==> src/rtl/core/qts_pkg.sv <==
// Shared types, constants and helpers of the query token scanner.
// No dependencies; imported by every other file but the assertion header.
`default_nettype none

package qts_pkg;

  // A token keeps at most MAX_TOKEN_LEN-1 characters.
  localparam int MAX_TOKEN_LEN = 64;
  localparam logic [7:0] TOKEN_CAP = 8'(MAX_TOKEN_LEN - 1);

  localparam logic [7:0] CH_STAR   = 8'h2A;
  localparam logic [7:0] CH_QUOTE  = 8'h22;
  localparam logic [7:0] CH_OPEN   = 8'h28;
  localparam logic [7:0] CH_CLOSE  = 8'h29;
  localparam logic [7:0] CH_PLUS   = 8'h2B;
  localparam logic [7:0] CH_SPACE  = 8'h20;
  localparam logic [7:0] CH_TAB    = 8'h09;
  localparam logic [7:0] CH_LF     = 8'h0A;
  localparam logic [7:0] CH_COMMA  = 8'h2C;
  localparam logic [7:0] CH_NUL    = 8'h00;

  localparam logic KIND_CHAR   = 1'b0;
  localparam logic KIND_MARKER = 1'b1;

  typedef enum logic [2:0] {
    MODE_IDLE    = 3'd0,
    MODE_PLUS    = 3'd1,
    MODE_PLAIN   = 3'd2,
    MODE_QUOTE   = 3'd3,
    MODE_BRACKET = 3'd4,
    MODE_QCAP    = 3'd5
  } scan_mode_t;

  typedef struct packed {
    scan_mode_t  mode;
    logic [7:0]  count;
    logic [7:0]  depth;
    logic [7:0]  held_char;
    logic        held_valid;
    logic        plus_seen;
    logic        quote_seen;
    logic        bracket_seen;
  } scan_state_t;

  localparam scan_state_t SCAN_CLEAR = '{
    mode: MODE_IDLE, count: 8'd0, depth: 8'd0, held_char: 8'd0,
    held_valid: 1'b0, plus_seen: 1'b0, quote_seen: 1'b0, bracket_seen: 1'b0
  };

  // One result item as it leaves the block.
  typedef struct packed {
    logic        kind;
    logic [7:0]  out_char;
    logic [7:0]  token_length;
    logic        plus_prefix;
    logic        quoted;
    logic        bracketed;
    logic        wildcard_res;
    logic        run_last;
  } res_t;

  // All results of one input item, up to three, in order from entry 0.
  typedef struct packed {
    res_t [2:0]  item;
    logic [1:0]  num;
  } res_list_t;

  function automatic logic is_delim(input logic [7:0] c);
    return (c == CH_SPACE) || (c == CH_TAB) || (c == CH_LF) || (c == CH_COMMA);
  endfunction

endpackage

`default_nettype wire

==> src/rtl/core/qts_out_buf.sv <==
// Three-entry result buffer that takes all results of one item at once
// and hands them out one per transfer. Depends on qts_pkg.
`default_nettype none

module qts_out_buf
  import qts_pkg::*;
(
  input  logic       clk,
  input  logic       rst,
  input  logic       load,
  input  res_list_t  load_list,
  output logic       can_load,
  output logic       head_valid,
  input  logic       head_ready,
  output res_t       head
);

  res_t       item [3];
  logic [1:0] num;
  logic       pop;

  assign head_valid = (num != 2'd0);
  assign head       = item[0];
  assign pop        = head_valid && head_ready;
  // Loading is allowed once the buffer is empty or empties in this cycle.
  assign can_load   = (num == 2'd0) || ((num == 2'd1) && head_ready);

  always_ff @(posedge clk) begin
    if (rst) begin
      num <= 2'd0;
    end else if (load) begin
      num <= load_list.num;
    end else if (pop) begin
      num <= num - 2'd1;
    end
  end

  always_ff @(posedge clk) begin
    if (load) begin
      item[0] <= load_list.item[0];
      item[1] <= load_list.item[1];
      item[2] <= load_list.item[2];
    end else if (pop) begin
      item[0] <= item[1];
      item[1] <= item[2];
    end
  end

endmodule

`default_nettype wire

==> config.mk <==
export PLATFORM = sky130hd
export DESIGN_NAME = qts_out_buf
export DESIGN_NICKNAME = d
export VERILOG_FILES = /design/src/rtl/core/qts_pkg.sv /design/src/rtl/core/qts_out_buf.sv
export SDC_FILE = /design/constraint.sdc
export NUM_CORES = 1
export LEC_CHECK = 0
export BUFFER_PORTS_ARGS = -buffer_cell sky130_fd_sc_hd__buf_2
export CORE_MARGIN = 1
export CORE_UTILIZATION = 24
export CTS_BUF_LIST = sky130_fd_sc_hd__clkbuf_2
export DETAILED_ROUTE_END_ITERATION = 10
export MAX_ROUTING_LAYER = met4
export PLACE_DENSITY = 0.44
export SLEW_MARGIN = 20
export SYNTH_ARGS = -nofsm -noshare
export SYNTH_HDL_FRONTEND = slang
export SYNTH_SLANG_ARGS = --single-unit
==> constraint.sdc <==
create_clock -name clk -period 2.29 [get_ports clk]
set_clock_uncertainty 0.1 [all_clocks]
set_input_delay 0.458 -clock clk [delete_from_list [all_inputs] [get_ports clk]]
set_output_delay 0.458 -clock clk [all_outputs]
set_load 0.01 [all_outputs]
# Word level (Yosys, flattened, before mapping)
# Memory sizes are Yosys's and may differ from the RTL's.
# Index checks and enable logic that the tools add are counted.
[word_totals]
mem_count = 1
ramBits = 66
wordCells = 21
ff_bits = 2
out_inout_bits = 24
inputBits = 72
[memory_table]
columns = ["name", "words", "word_bits", "rd", "rd_ports_with_merged_regs", "write_ports", "line_no", "source"]
rows = [
  ["item", 3, 22, 3, 0, 3, "qts_out_buf.sv:18", "res_t item [3];"],
]
[classes]
n_bitwise = 2
n_mux = 9
n_eq_ne = 1
n_reduce_logical = 6
add_sub_neg = 1
[ops]
columns = ["cell", "n"]
rows = [
  ["$mux W22", 2],
  ["$mux W1", 5],
  ["$mux W2", 2],
  ["$reduce_bool A2 Y1", 2],
  ["$eq A2 B1 Y1 const B", 1],
  ["$logic_and A1 B1 Y1", 2],
  ["$logic_not A2 Y1", 1],
  ["$or A1 B1 Y1", 2],
  ["$sub A2 B1 Y2 const B", 1],
  ["$logic_or A1 B1 Y1", 1],
]

# Longest topological paths before layout
# Gate-level depths: netlist of the first run.
[logic_depth]
word_depth = 6
depth_mapped = 6
ltp_nobuf = 5

# Least setup slack after synthesis of the first run
# Ideal clock, no wire load.
[synth_path]
path_type = "register to register"
from = "register num[0]"
to = "memory item[0][0] in the netlist's numbering, enable pin"
t_arrival_ns = 1.805
path_slack_ns = -0.024
required_ns = 1.782
setup_ns = 0.408
synth_period_minus_slack_ns = 2.314
path_stages_with_launch = 5
path_buffers = 0
cell_sequence = "dfxtp_1 > inv_1 > ha_1 > nand2b_4 > nand2b_1"
[synth_rtl]
columns = ["item", "line_no", "source"]
rows = [
  ["start: declaration", "qts_out_buf.sv:19", "logic [1:0] num;"],
  ["start signal: assignment", "qts_out_buf.sv:32", "num <= load_list.num;"],
  ["start signal: assignment", "qts_out_buf.sv:34", "num <= num - 2'd1;"],
  ["end: declaration", "qts_out_buf.sv:18", ""],
]

# Worst setup path after layout of the first run
[layout_path]
from = "register num[0]"
to = "output can_load"
[layout_via]
elab_chain_len = 3
elab_cells_between_ends = 4
classes_between = "eq/ne: 1; reduce/logical: 3"
[layout_lines]
columns = ["item", "line_no", "source"]
rows = [
  ["$eq A2 B1 Y1", "qts_out_buf.sv:26", "assign can_load = (num == 2'd0) || ((num == 2'd1) && head_ready);"],
  ["$logic_and A1 B1 Y1", "qts_out_buf.sv:26", ""],
  ["$logic_or A1 B1 Y1 *", "qts_out_buf.sv:26", ""],
  ["end: declaration", "qts_out_buf.sv:12", "output logic can_load,"],
]
# Every way passes the cells marked *; elsewhere a longest branch is shown, timed or not.

==> flow_summary_export.csv, run 1 <==
group,metric,value,unit
outcome,status,"completed",
layout,drive_gt1_share,60.2,%
power_and_ir_drop,pwr-share-comb,12.5,%
min_path,hold_path_end,"num[1]",
synth,yosysSeqAreaShare,67.2,%
clocking,clkLatencyLatePin,0.52,ns
clocking,cts-root-buf,"clkbuf_2",
setup_path,slowest_delay,0.42,ns
synth,ys.warnings.count,0,
min_path,hold_path_class,"in -> reg",
power_and_ir_drop,vdd_drop_max,275,uV
sta,fmax,489,MHz
power_and_ir_drop,intPower,0.00217,W
sta,rsz0062_at_grt,"no",
setup_path,path_buf_inv,3,
synth,synthDominantCellAreaShare,65.8,%
clocking,clock_path_buffers,2,
synth,syn_nets,230,
placement,post-dp-hpwl,3810,um
placement,io_buffer_count,95,
sta,setup_viol,0,
setup_path,r2r_slack,0.41,ns
synth,synth_area_per_cell,19.3,um2
layout,fin_area,3950,um2
synth,synth_compound_area_share,0.623,%
detailed_routing,via_per_inst,3.63,
synth,synth_top_family_by_area,"multiplexers",
clocking,cts_buffers,9,
setup_path,cpMostUsedCell,"inv_1",
global_routing,grt_max_degree,27,
power_and_ir_drop,switching_power,0.000646,W
layout,multi_input_area,766,um2
setup_path,cp-startpoint,"num[0]",
clocking,cts_tree,"yes",
die,die_w,114,um
die,ios,96,
min_path,hold_path.startpoint,"load_list[1]",
die,fp.coreArea,12100,um2
sta,relSlewSlack,77.4,%
detailed_routing,drc,0,
setup_path,end_kind,"output port",
setup_path,crit_type,"reg -> out",
global_routing,grt_use_total,9.27,%
layout,nFillCells,1230,
global_routing,overflow,0,
setup_path,cp_max_fo,3,
clocking,htreeDepth,3,
layout,layout_common_cells,"95 x buf_2, 66 x edfxtp_1, 40 x mux2_4",
detailed_routing,drtIter0Drc,49,
setup_path,ff2ff_path_depth,6,
layout,register_area,2020,um2
global_routing,antenna_found_initial,1,
sta,slew_violations,0,
sta,hold_violations,0,
detailed_routing,drt_pass1_iterations,4,
global_routing,grt_pass1_vias,1617,
die,die-area,13000,um2
synth,synthSimpleGateAreaFrac,2.16,%
power_and_ir_drop,p_seq_share,54.0,%
placement,gp_congestion,0.687,
synth,synth-xor-area-share,0.291,%
global_routing,grt_pass1_wl,8380,um
detailed_routing,routed_wl,5600,um
synth,synth_area_leaders,"edfxtp_1 66%, mux2_4 20%, buf_4 5.5%, buf_6 1.5%, mux2_2 1.5%",
flow_run,drv_cap,0,
min_path,hold_depth,3,
synth,ys_types,18,
synth,muxShareOfSynthArea,21.4,%
synth,synthAdderAreaFrac,0.831,%
clocking,clkSinkCount,68,
setup_path,crit_path_start_kind,"flop",
sta,period_share,89.4,%
setup_path,critPathArrivalTime,1.49,ns
synth,synth_seq_cells,68,
placement,placed_area,3550,um2
power_and_ir_drop,cellLeakagePower,1.63,nW
detailed_routing,dr_total_vias,1594,
synth,syn_inst,156,
detailed_routing,ant_nets,0,
die,die_h,114,um
sta,tns,0,ns
power_and_ir_drop,powerDensity,713,nW/um2
setup_path,cp.required,1.73,ns
sta,layout_min_cycle_time,2.05,ns
setup_path,worstReg2RegEnd,"item[0][42]",
power_and_ir_drop,clkPwrFrac,33.5,%
sta,worstMarginPinSlew,0.339,ns
setup_path,cpMaxStageDelayCell,"dfxtp_1",
layout,final_nets,338,
setup_path,rr_startpoint,"num[0]",
layout,syn_to_final_growth,31.1,%
power_and_ir_drop,sw_frac_of_total,23.0,%
setup_path,critical_path.top_delay_family,"flip-flops",
synth,yosys.area.top_type,"edfxtp_1",
layout,final_common_cell,"buf_2",
clocking,postCtsSetupBuffers,0,
synth,synth_area,3010,um2
setup_path,cp_cell_sequence,"inv_1 -> ha_1 -> inv_1 -> nand2_1 -> buf_2",
detailed_routing,wl_per_cell,12.8,um
die,fp-row-count,40,
clocking,clk_pin_slew_worst_paths,0.20,ns
die,initial_core_util,24.9,%
==> layout make-up <==
type | instances | area share [%]
Antenna cell | 2 | 0.127
Clock buffer | 9 | 1.14
Clock inverter | 7 | 2.92
Inverter | 4 | 0.380
Multi-Input combinational cell | 58 | 19.4
Sequential cell | 68 | 51.2
Tap cell | 168 | 5.33
Timing Repair Buffer | 123 | 19.5
==> cells by family (layout without fill, tap and decap cells) <==
kind of cell,Yosys count,in the layout
AO/OA/AOI/OAI,3,3
multiplexers,44,44
other,0,2
XOR/XNOR,1,1
flip-flops,68,68
adder cells (fa/ha/maj),2,2
AND/OR/NAND/NOR,8,8
buffers and inverters,30,143
==> per-stage QoR <==
| step | cells | hold WS, ns | power (W) | utilization (%) | setup WS [ns] |
|---|---|---|---|---|---|
| after floorplan | 156 | 0.371 | 0.00178 | - | 0.468 |
| after global placement | 398 | 0.411 | 0.00187 | 29.3 | 0.449 |
| after detailed placement | 398 | 0.402 | 0.00188 | 29.3 | 0.421 |
| after CTS | 437 | 0.00137 | 0.00286 | 32.5 | 0.168 |
| after global routing | 438 | 0.0345 | 0.00293 | 32.6 | 0.129 |
| final | 439 | 0.0611 | 0.00281 | 32.6 | 0.244 |
==> worst max path at each step <==
stage	to	slack, ns	depth (start not counted)
detailed placement	item[0][40]	0.42	6
global placement	item[0][43]	0.45	6
floorplan	item[0][0]	0.47	4
finish	can_load	0.24	5
CTS	can_load	0.17	5
global route	can_load	0.13	5
==> routing by layer <==
metal  global-route usage, %  routed length [um]
met5                       -                   0
met1                    9.49                2210
met3                    2.50                 305
met4                    7.97                 194
met2                    14.7                2900
==> worst min-delay path: cells and delay by family <==
| family | cells | cell delay (ns) |
|---|---|---|
| AO/OA/AOI/OAI | 1 | 0.06 |
| buffers and inverters | 1 | 0.10 |
| AND/OR/NAND/NOR | 1 | 0.05 |
==> power groups by stage <==
stage,combinational (W),sequential [W],clock (W)
6_report,0.000352,0.00152,0.000942
5_1_grt,0.000383,0.00153,0.00102
4_1_cts,0.000361,0.00152,0.000977
3_5_place_dp,0.000330,0.00155,0
3_3_place_gp,0.000327,0.00155,0
2_1_floorplan,0.000232,0.00154,0
==> sequential cells by signal (all words and copies together) (netlist names) <==
name	count
item	66
num	2
==> repair_timing <==
item,4_1_cts,5_1_grt
hold buffers,23,0
endpoints found under the hold margin,23,0
resized for setup,0,0
setup endpoints to repair,0,0
==> cell usage after synthesis, drive strengths merged <==
| cell type | number |
|---|---|
| edfxtp | 66 |
| mux2 | 44 |
| buf | 26 |
| inv | 4 |
| nand2 | 3 |
| dfxtp | 2 |
| ha | 2 |
| nand2b | 2 |
| a21oi | 1 |
| a31oi | 1 |
| nand3b | 1 |
| nor2 | 1 |
| o21a | 1 |
| or3 | 1 |
| xnor2 | 1 |
No activity file was read; power rests on OpenSTA's default activity.
==> run 2: changes to the inputs <==
--- a/config.mk
+++ b/config.mk
@@ -6,12 +6,15 @@
 export NUM_CORES = 1
 export LEC_CHECK = 0
 export BUFFER_PORTS_ARGS = -buffer_cell sky130_fd_sc_hd__buf_2
+export CELL_PAD_IN_SITES_DETAIL_PLACEMENT = 0
+export CELL_PAD_IN_SITES_GLOBAL_PLACEMENT = 1
 export CORE_MARGIN = 1
 export CORE_UTILIZATION = 24
 export CTS_BUF_LIST = sky130_fd_sc_hd__clkbuf_2
 export DETAILED_ROUTE_END_ITERATION = 10
 export MAX_ROUTING_LAYER = met4
-export PLACE_DENSITY = 0.44
+export PLACE_DENSITY = 0.51
+export REMOVE_ABC_BUFFERS = 1
 export SLEW_MARGIN = 20
 export SYNTH_ARGS = -nofsm -noshare
 export SYNTH_HDL_FRONTEND = slang
==> flow_summary_export.csv, run 2 (synthesis gave the netlist of run 1 again) <==
group,metric,value,unit
sta,rsz0062_at_grt,"no",
sta,layout_min_cycle_time,1.98,ns
die,initial_core_util,24.9,%
setup_path,ff2ff_path_depth,6,
setup_path,r2r_slack,0.31,ns
detailed_routing,wl_per_cell,12.9,um
setup_path,end_kind,"flop",
detailed_routing,via_per_inst,3.67,
outcome,status,"completed",
sta,worstMarginPinSlew,0.427,ns
sta,tns,0,ns
layout,layout_common_cells,"95 x buf_2, 66 x edfxtp_1, 40 x mux2_4",
setup_path,cp_max_fo,26,
setup_path,worstReg2RegEnd,"item[0][42]",
sta,hold_ws,0.0967,ns
setup_path,path_buf_inv,2,
setup_path,critical_path.top_delay_family,"flip-flops",
power_and_ir_drop,powerDensity,650,nW/um2
clocking,clk_pin_slew_worst_paths,0.18,ns
clocking,postCtsSetupBuffers,0,
setup_path,slowest_delay,0.41,ns
global_routing,grt_pass1_wl,8360,um
detailed_routing,drt_pass1_iterations,4,
placement,io_buffer_count,95,
min_path,hold_path_class,"in -> reg",
global_routing,grt_use_total,9.17,%
detailed_routing,dr_total_vias,1599,
setup_path,rr_startpoint,"num[0]",
power_and_ir_drop,cellLeakagePower,1.61,nW
clocking,cts_buffers,9,
clocking,cts_tree,"yes",
layout,final_common_cell,"buf_2",
die,die_w,114,um
detailed_routing,drc,0,
detailed_routing,drtIter0Drc,101,
sta,fmax,505,MHz
power_and_ir_drop,power,0.00253,W
clocking,clock_path_buffers,2,
sta,hold_violations,0,
sta,slew_violations,0,
layout,syn_to_final_growth,29.2,%
detailed_routing,ant_nets,0,
setup_path,cp_cell_sequence,"inv_1 -> ha_1 -> nand2b_4 -> nor2_8 -> buf_12 -> mux2_2",
power_and_ir_drop,vdd_drop_max,198,uV
die,fp.coreArea,12100,um2
clocking,clkSinkCount,68,
placement,gp_congestion,0.660,
clocking,cts-root-buf,"clkbuf_2",
setup_path,crit_type,"reg -> reg",
setup_path,critPathArrivalTime,2.14,ns
clocking,clkLatencyLatePin,0.48,ns
global_routing,antenna_found_initial,1,
layout,drive_gt1_share,59.6,%
global_routing,grt_max_degree,31,
layout,final_nets,338,
layout,stdcell_count,436,
detailed_routing,routed_wl,5640,um
die,die_h,114,um
clocking,htreeDepth,3,
sta,relSlewSlack,71.6,%
sta,setup_viol,0,
setup_path,crit_cells,6,
placement,placed_area,3560,um2
global_routing,grt_pass1_vias,1609,
setup_path,worstSetupEndpoint,"item[0][42]",
setup_path,cpMaxStageDelayCell,"dfxtp_1",
layout,largest-register,"item",
layout,fin_area,3890,um2
die,fp-row-count,40,
global_routing,overflow,0,
setup_path,cp-startpoint,"num[0]",
placement,placed_cells,398,
die,ios,96,
die,die-area,13000,um2
sta,period_share,86.4,%
setup_path,crit_path_start_kind,"flop",
setup_path,cp.required,2.45,ns
layout,largest_reg_flops,66,
flow_run,drv_cap,0,
layout,reg.largest.list,"item x66, num x2",
placement,post-dp-hpwl,3880,um
==> run 2: cell count changes in the layout (fill, tap and decap cells not counted), sizes merged <==
cell	previous run	this run
bufinv	3	1
clkbuf	9	10
clkinvlp	1	0
diode	2	1
==> run 2: power by group <==
| part | switching [W] | total [W] | leakage (nW) | internal, W |
|---|---|---|---|---|
| Combinational | 0.000149 | 0.000361 | 0.876 | 0.000212 |
| Clock | 0.000412 | 0.000649 | 0.0627 | 0.000237 |
| Sequential | 0.0000256 | 0.00152 | 0.669 | 0.00149 |
| Total | 0.000586 | 0.00253 | 1.61 | 0.00194 |
==> run 2: repair_timing <==
action,CTS,global route
resized for setup,0,0
endpoints found under the hold margin,23,0
hold buffers,23,0
==> run 2: worst register-to-register path, stage by stage, from the launching register on <==
cell	delay, ns
dfxtp_1	0.41
inv_1	0.06
ha_1	0.22
nand2b_4	0.19
nor2_8	0.18
buf_12	0.24
mux2_2	0.37
==> run 2: layout make-up <==
cell class,instances,area (um2)
diodes,1,2.50
clock buffers,10,50.0
clock inverters,4,42.5
fillers,1240,8220
inverters,4,15.0
multi-input cells,58,766
flip-flops and latches,68,2020
well taps,168,210
repair buffers,123,781
==> run 2: metal layers <==
| layer | up-vias | global-route usage, % | share of wire [%] |
|---|---|---|---|
| met5 | - | - | 0 |
| met1 | 747 | 11.3 | 45 |
| li1 | 778 | - | - |
| met4 | 0 | 3.90 | 1.1 |
| met2 | 68 | 13.3 | 46 |
| met3 | 6 | 3.56 | 7.6 |
==> run 2: how the worst min path moves through the flow <==
stage / slack, ns / cells after the start / end / start
finish: 0.1 / 3 / num[1] / load_list[1]
global route: 0.05 / 3 / num[1] / load_list[1]
CTS: 0.01 / 3 / num[1] / load_list[1]
detailed placement: 0.40 / 2 / num[1] / num[1]
global placement: 0.41 / 2 / num[1] / num[1]
floorplan: 0.37 / 2 / num[1] / num[1]
==> run 2: through the flow <==
step / worst slack (ns) / utilization [%]
3_3_place_gp: 0.357 / 29.4
4_1_cts: 0.228 / 32.1
6_report: 0.311 / 32.1
3_5_place_dp: 0.299 / 29.4
5_1_grt: 0.197 / 32.1
2_1_floorplan: -0.0236 / -
